===== src/rtl/tpag_pkg.sv =====
// Package for the tensor pad address generator.
// Shared widths, config register codes and reset values, the item struct and
// the register field extraction function. No dependencies.
package tpag_pkg;

  localparam int unsigned IDX_W     = 32;
  localparam int unsigned CFG_W     = 64;
  localparam int unsigned CFG_IDX_W = 2;

  typedef enum logic [CFG_IDX_W-1:0] {
    CFG_IN_EXT  = 2'd0,
    CFG_OUT_EXT = 2'd1,
    CFG_LO_PAD  = 2'd2,
    CFG_INT_PAD = 2'd3
  } tpag_cfg_e;

  localparam logic [CFG_W-1:0] IN_EXT_RST  = 64'h0001_0001_0001_0001;
  localparam logic [CFG_W-1:0] OUT_EXT_RST = 64'h0001_0001_0001_0001;
  localparam logic [CFG_W-1:0] LO_PAD_RST  = 64'h0;
  localparam logic [CFG_W-1:0] INT_PAD_RST = 64'h0;

  // Per-item state as it moves down the dimension pipeline.
  typedef struct packed {
    logic [IDX_W-1:0] rest;
    logic [IDX_W-1:0] acc;
    logic [IDX_W-1:0] stride;
    logic             hit;
    logic             past_end;
  } tpag_item_t;

  // Field of eb bits at bit pos; zero where it lies beyond the register.
  function automatic logic [CFG_W-1:0] field_of(input logic [CFG_W-1:0] r,
                                                input int unsigned pos,
                                                input int unsigned eb);
    logic [CFG_W-1:0] mask;
    mask = (eb >= CFG_W) ? '1 : ((CFG_W'(1) << eb) - CFG_W'(1));
    if (pos >= CFG_W) begin
      return '0;
    end
    return (r >> pos) & mask;
  endfunction

endpackage


===== src/rtl/tpag_cnt.sv =====
// Output element count (saturated) and past-end check, one dimension a stage.
// Depends on tpag_pkg.
module tpag_cnt #(
  parameter int unsigned MAX_RANK = 4,
  parameter int unsigned EB       = 16
) (
  input  logic                          clk_i,
  input  logic                          rst_ni,
  input  logic                          en_i,
  input  logic                          valid_i,
  input  logic [tpag_pkg::IDX_W-1:0]    idx_i,
  input  logic [MAX_RANK-1:0][EB-1:0]   oe_i,
  output logic                          valid_o,
  output tpag_pkg::tpag_item_t          item_o
);

  localparam int unsigned TW = tpag_pkg::IDX_W + 1;
  localparam int unsigned MW = TW + EB;
  localparam logic [TW-1:0] CAP = TW'(1) << tpag_pkg::IDX_W;

  logic [MAX_RANK-1:0]          v_q;
  logic [TW-1:0]                tot_q [MAX_RANK];
  logic [tpag_pkg::IDX_W-1:0]   idx_q [MAX_RANK];
  logic                         vo_q;
  tpag_pkg::tpag_item_t         item_q;
  tpag_pkg::tpag_item_t         item_d;

  for (genvar s = 0; s < MAX_RANK; s++) begin : g_stage
    logic                       v_in;
    logic [TW-1:0]              tot_in;
    logic [tpag_pkg::IDX_W-1:0] idx_in;
    logic [MW-1:0]              prod;
    logic [TW-1:0]              tot_d;

    if (s == 0) begin : g_first
      assign v_in   = valid_i;
      assign tot_in = TW'(1);
      assign idx_in = idx_i;
    end else begin : g_next
      assign v_in   = v_q[s-1];
      assign tot_in = tot_q[s-1];
      assign idx_in = idx_q[s-1];
    end

    assign prod  = MW'(tot_in) * MW'(oe_i[s]);
    assign tot_d = (prod > MW'(CAP)) ? CAP : prod[TW-1:0];

    always_ff @(posedge clk_i or negedge rst_ni) begin
      if (!rst_ni) begin
        v_q[s] <= 1'b0;
      end else if (en_i) begin
        v_q[s] <= v_in;
      end
    end

    always_ff @(posedge clk_i) begin
      if (en_i) begin
        tot_q[s] <= tot_d;
        idx_q[s] <= idx_in;
      end
    end
  end

  always_comb begin
    item_d          = '0;
    item_d.rest     = idx_q[MAX_RANK-1];
    item_d.stride   = tpag_pkg::IDX_W'(1);
    item_d.hit      = 1'b1;
    item_d.past_end = {1'b0, idx_q[MAX_RANK-1]} >= tot_q[MAX_RANK-1];
  end

  always_ff @(posedge clk_i or negedge rst_ni) begin
    if (!rst_ni) begin
      vo_q <= 1'b0;
    end else if (en_i) begin
      vo_q <= v_q[MAX_RANK-1];
    end
  end

  always_ff @(posedge clk_i) begin
    if (en_i) begin
      item_q <= item_d;
    end
  end

  assign valid_o = vo_q;
  assign item_o  = item_q;

endmodule


===== config.mk =====
export PLATFORM = sky130hd
export DESIGN_NAME = tpag_cnt
export DESIGN_NICKNAME = d
export VERILOG_FILES = /design/src/rtl/tpag_pkg.sv /design/src/rtl/tpag_cnt.sv
export SDC_FILE = /design/constraint.sdc
export NUM_CORES = 2
export LEC_CHECK = 0
export ABC_CLOCK_PERIOD_IN_PS = 8400
export BUFFER_PORTS_ARGS = -buffer_cell sky130_fd_sc_hd__buf_2
export CAP_MARGIN = 20
export CORE_MARGIN = 2
export CORE_UTILIZATION = 40
export CTS_CLUSTER_DIAMETER = 50
export DETAILED_ROUTE_END_ITERATION = 7
export GPL_TIMING_DRIVEN = 1
export PLACE_DENSITY_LB_ADDON = 0.08
export SKIP_CTS_REPAIR_TIMING = 1
export SYNTH_ARGS = -nofsm -noshare
export SYNTH_HDL_FRONTEND = slang
export SYNTH_SLANG_ARGS = --single-unit

===== constraint.sdc =====
create_clock -name clk_i -period 8.4 [get_ports clk_i]
set_clock_uncertainty 0.2 [all_clocks]
set_input_delay 1.68 -clock clk_i [delete_from_list [all_inputs] [get_ports clk_i]]
set_output_delay 1.68 -clock clk_i [all_outputs]
set_load 0.005 [all_outputs]

Yosys cells after proc, flatten, opt, wreduce, memory -nomap -nowiden
Memory sizes are Yosys's and may differ from the RTL's. Index checks and enable logic that the tools add are counted.

Memory bits (writable): 260. Register bits after elaboration: 38. Bits of input ports: 100. Memories: 2.

Multiplexer cells: 6. $mul: 3. Order comparisons: 5.

Memory list: tot_q (words 4, width 33, read ports 4, clocked after memory_dff 0, wr ports 4, RTL line tpag_cnt.sv:22) `logic [TW-1:0] tot_q [MAX_RANK];`; idx_q (words 4, width 32, read ports 4, clocked after memory_dff 0, wr ports 4, RTL line tpag_cnt.sv:23) `logic [tpag_pkg::IDX_W-1:0] idx_q [MAX_RANK];`.

Operator list (count): $gt A49 B33 Y1 const B (3); $mul A33 B16 Y49 (3); $mux W33 (4); $ge A32 B33 Y1 (1); $gt A16 B33 Y1 const B (1); $mux W1 (2).

Logic depth before layout (Yosys ltp)
An unclocked memory read counts as a cell.

Depth after elaboration: 4. Depth in mapped cells: 29. Depth with buffers taken out: 25.

Worst setup path before layout
Ideal clock, no wire load.

Path type: input to register. Start point: input oe_i[33] (netlist name). End point: memory tot_q[2][21] (netlist name), data pin. Arrival: 8.266 ns. Buffers on the path: 3. Path slack: -0.223 ns. Cell stages on the path: 26. Path through: clkbuf_1 nand2_1 fa_1 inv_1 fa_1 inv_1 fa_1 inv_1 fa_1 fa_1 inv_1 fa_1 inv_1 ha_1 buf_2 nand2_1 o2111a_1 o21a_1 o31ai_1 a31oi_1 xnor2_1 or3_1 nor4_2 a41oi_2 clkbuf_1 nor3_1.

RTL lines: from (decl) (RTL line tpag_cnt.sv:12) `input logic [MAX_RANK-1:0][EB-1:0] oe_i,`; to (decl) (RTL line tpag_cnt.sv:22).

==> results.yml <==
status:
  status: "finished clean"
placed_design:
  hpwlAfterDp_mm: 120
  port_buffers: 133
  gp_congestion: 0.857
grt:
  antenna_found_initial: 1
  grt_max_degree: 95
  grt_use_total: 0.214
  grt_pass1_wl_mm: 232
  first_global_vias: 42705
  grt_overflow: 0
worst_hold_path:
  hp-class: "register to register"
  min_path_cells: 0
drt:
  wl_per_cell_um: 17.7
  dr.first_iter.drc_count: 1791
  avgViaCountPerCell: 4.87
  ant_nets: 0
  vias: 39034
  drc: 0
  routed_wl_mm: 142
  drt_pass1_iterations: 5
synth:
  yosys.area.top_type: "fa_1"
  synth_seq_cells: 281
  syn_area_um2: 53200
  yosysTopAreaCellShare: 0.398
  yosys_warnings: 0
  async_flop_share: 0.0178
  avgSynthCellArea_um2: 9.46
  synth.most_common_cell: "inv_1"
  yosys-top-cells-count: "inv_1 (1189), fa_1 (1059), nand2_1 (974)"
  synth.yosys.seq_area_share: 0.158
  ys_types: 92
  syn_inst: 5627
  synth_edf_count: 276
  synth_ff_type: "edfxtp_1"
  synth_area_leaders: "fa_1 (40%), edfxtp_1 (16%), ha_1 (9.1%), inv_1 (8.4%), nand2_1 (6.9%)"
layout:
  finalNetCount: 7769
  area_growth_pct: 16.8
  drive_gt1_frac: 0.160
  finalCoreUtilization: 0.472
setup_path:
  worstSetupEndpointType: "register"
  critical_path_class: "input port to register"
  critPathArrivalTime_ns: 8.33
  cp-start-kind: "input port"
  cp_top_family: "adder cells"
  critical_path.max_fanout: 10
  cp.depth: 29
  worstRegToRegCells: 24
  cp_num_buf_inv: 10
  required_ns: 8.58
  critical-path-slowest-cell: "fa_1"
  crit_top_cell: "fa_1"
  max_stage_delay_ns: 0.55
clock_network:
  cts_inserted_buffers: 40
  cts_sinks: 281
  cts.clk_slew.worst_paths_ns: 0.06
  h-tree-depth: 2
  clockBufferDepth: 3
  cts-root-buf: "clkbuf_16"
  clk_latency_ns: 0.62
  cts_tree: "built"
flow_run:
  max_cap_violations: 0
sta:
  finalHoldViolCount: 0
  finalMaxSlewViolations: 0
  clock.fmax_mhz: 123
  holdWs_ns: 0.162
  tightest_slew_ns: 1.00
  period_needed_ns: 8.15
  finalCritPeriodShare: 0.970
  relSlewSlack: 0.330
  setup_viol: 0
die:
  initial_core_util: 0.404
  num_rows: 133
  die_area_um2: 136000
  core-area_um2: 132000
  pin_count: 199
  die_h_um: 369
  die_w_um: 369
## metal layers
layer  vias to the layer above  GRT usage  part of all wire
met3                       127     0.0188             0.032
met2                       654      0.383              0.51
met1                     20034      0.279              0.43
li1                      18219          -                 -
met4                         0     0.0543             0.026
met5                         -          0                 0
## logic make-up (layout without fill, tap and decap cells)
logic type      count (synthesis)  count (layout)  synth area share
compound gates                467             467            0.0570
xor+xnor                      107             107            0.0176
fa+ha+maj                    1445            1445             0.489
buf+inv                      1501            2065             0.112
flops                         281             281             0.158
mux                            10              10           0.00204
other cells                     2              66          0.000141
simple gates                 1814            1814             0.164
## worst paths after layout
path,startpoint,end,slack [ns]
worst min-delay path,idx_q[2][23],idx_q[3][23],0.16
worst max register to register,tot_q[1][18],tot_q[2][19],0.64
worst min register to register,idx_q[2][23],idx_q[3][23],0.16
worst max-delay path,oe_i[33],tot_q[2][19],0.25
max in group asynchronous,rst_ni,v_q[3],7.15
min in group asynchronous,rst_ni,g_stage[1].v_in,0.72
## flip-flops by register name (all words and copies together) (netlist names)
signal	flops
tot_q	115
v_q	1
idx_q	128
g_stage.v_in	3
valid_o	1
item_o	33
## area by class of cell
type                            count  area, um^2
Clock buffer                       47        1030
Timing Repair Buffer              804        6090
Inverter                         1189        4460
Antenna cell                        1        2.50
Tap cell                         1755        2200
Sequential cell                   281        8410
Fill cell                       12967       69600
Multi-Input combinational cell   3908       39700
Clock inverter                     25         350
## metrics by stage
stage | cell area, um^2 | setup slack (ns) | TNS, ns | instances
after CTS | 61400 | -0.0545 | -0.654 | 7993
final | 62200 | 0.252 | 0 | 8010
after detailed placement | 60000 | -0.711 | -45.46 | 7921
after global routing | 62200 | -0.0921 | -1.32 | 8010
after floorplan | 53500 | 0.0106 | 0 | 5690
after global placement | 60000 | -0.692 | -45.90 | 7921
## layout by cell type (no fill, tap or decap), types with 19 or more instances in the layout
cell type / Yosys / routed
fa_1: 1059 / 1054
nand2_1: 974 / 974
a21oi_2: 2 / 20
nor3_1: 42 / 32
and2_1: 468 / 467
a21o_1: 64 / 64
ha_1: 386 / 377
inv_1: 1189 / 1188
clkbuf_16: 0 / 42
nor2b_1: 22 / 22
and3_1: 33 / 33
o21a_1: 22 / 22
o21bai_1: 21 / 20
buf_2: 12 / 105
nand4_1: 42 / 42
nor2_1: 94 / 88
a21oi_1: 152 / 134
xnor2_1: 61 / 61
xor2_1: 46 / 44
buf_4: 65 / 642
edfxtp_1: 276 / 276
o21ai_0: 81 / 70
conb_1: 2 / 65
nand3_1: 28 / 28
clkbuf_4: 1 / 19
Power is left out: the tool's default activity adds up to more than one toggle a clock period on the data nets, which glitch-free logic cannot reach.
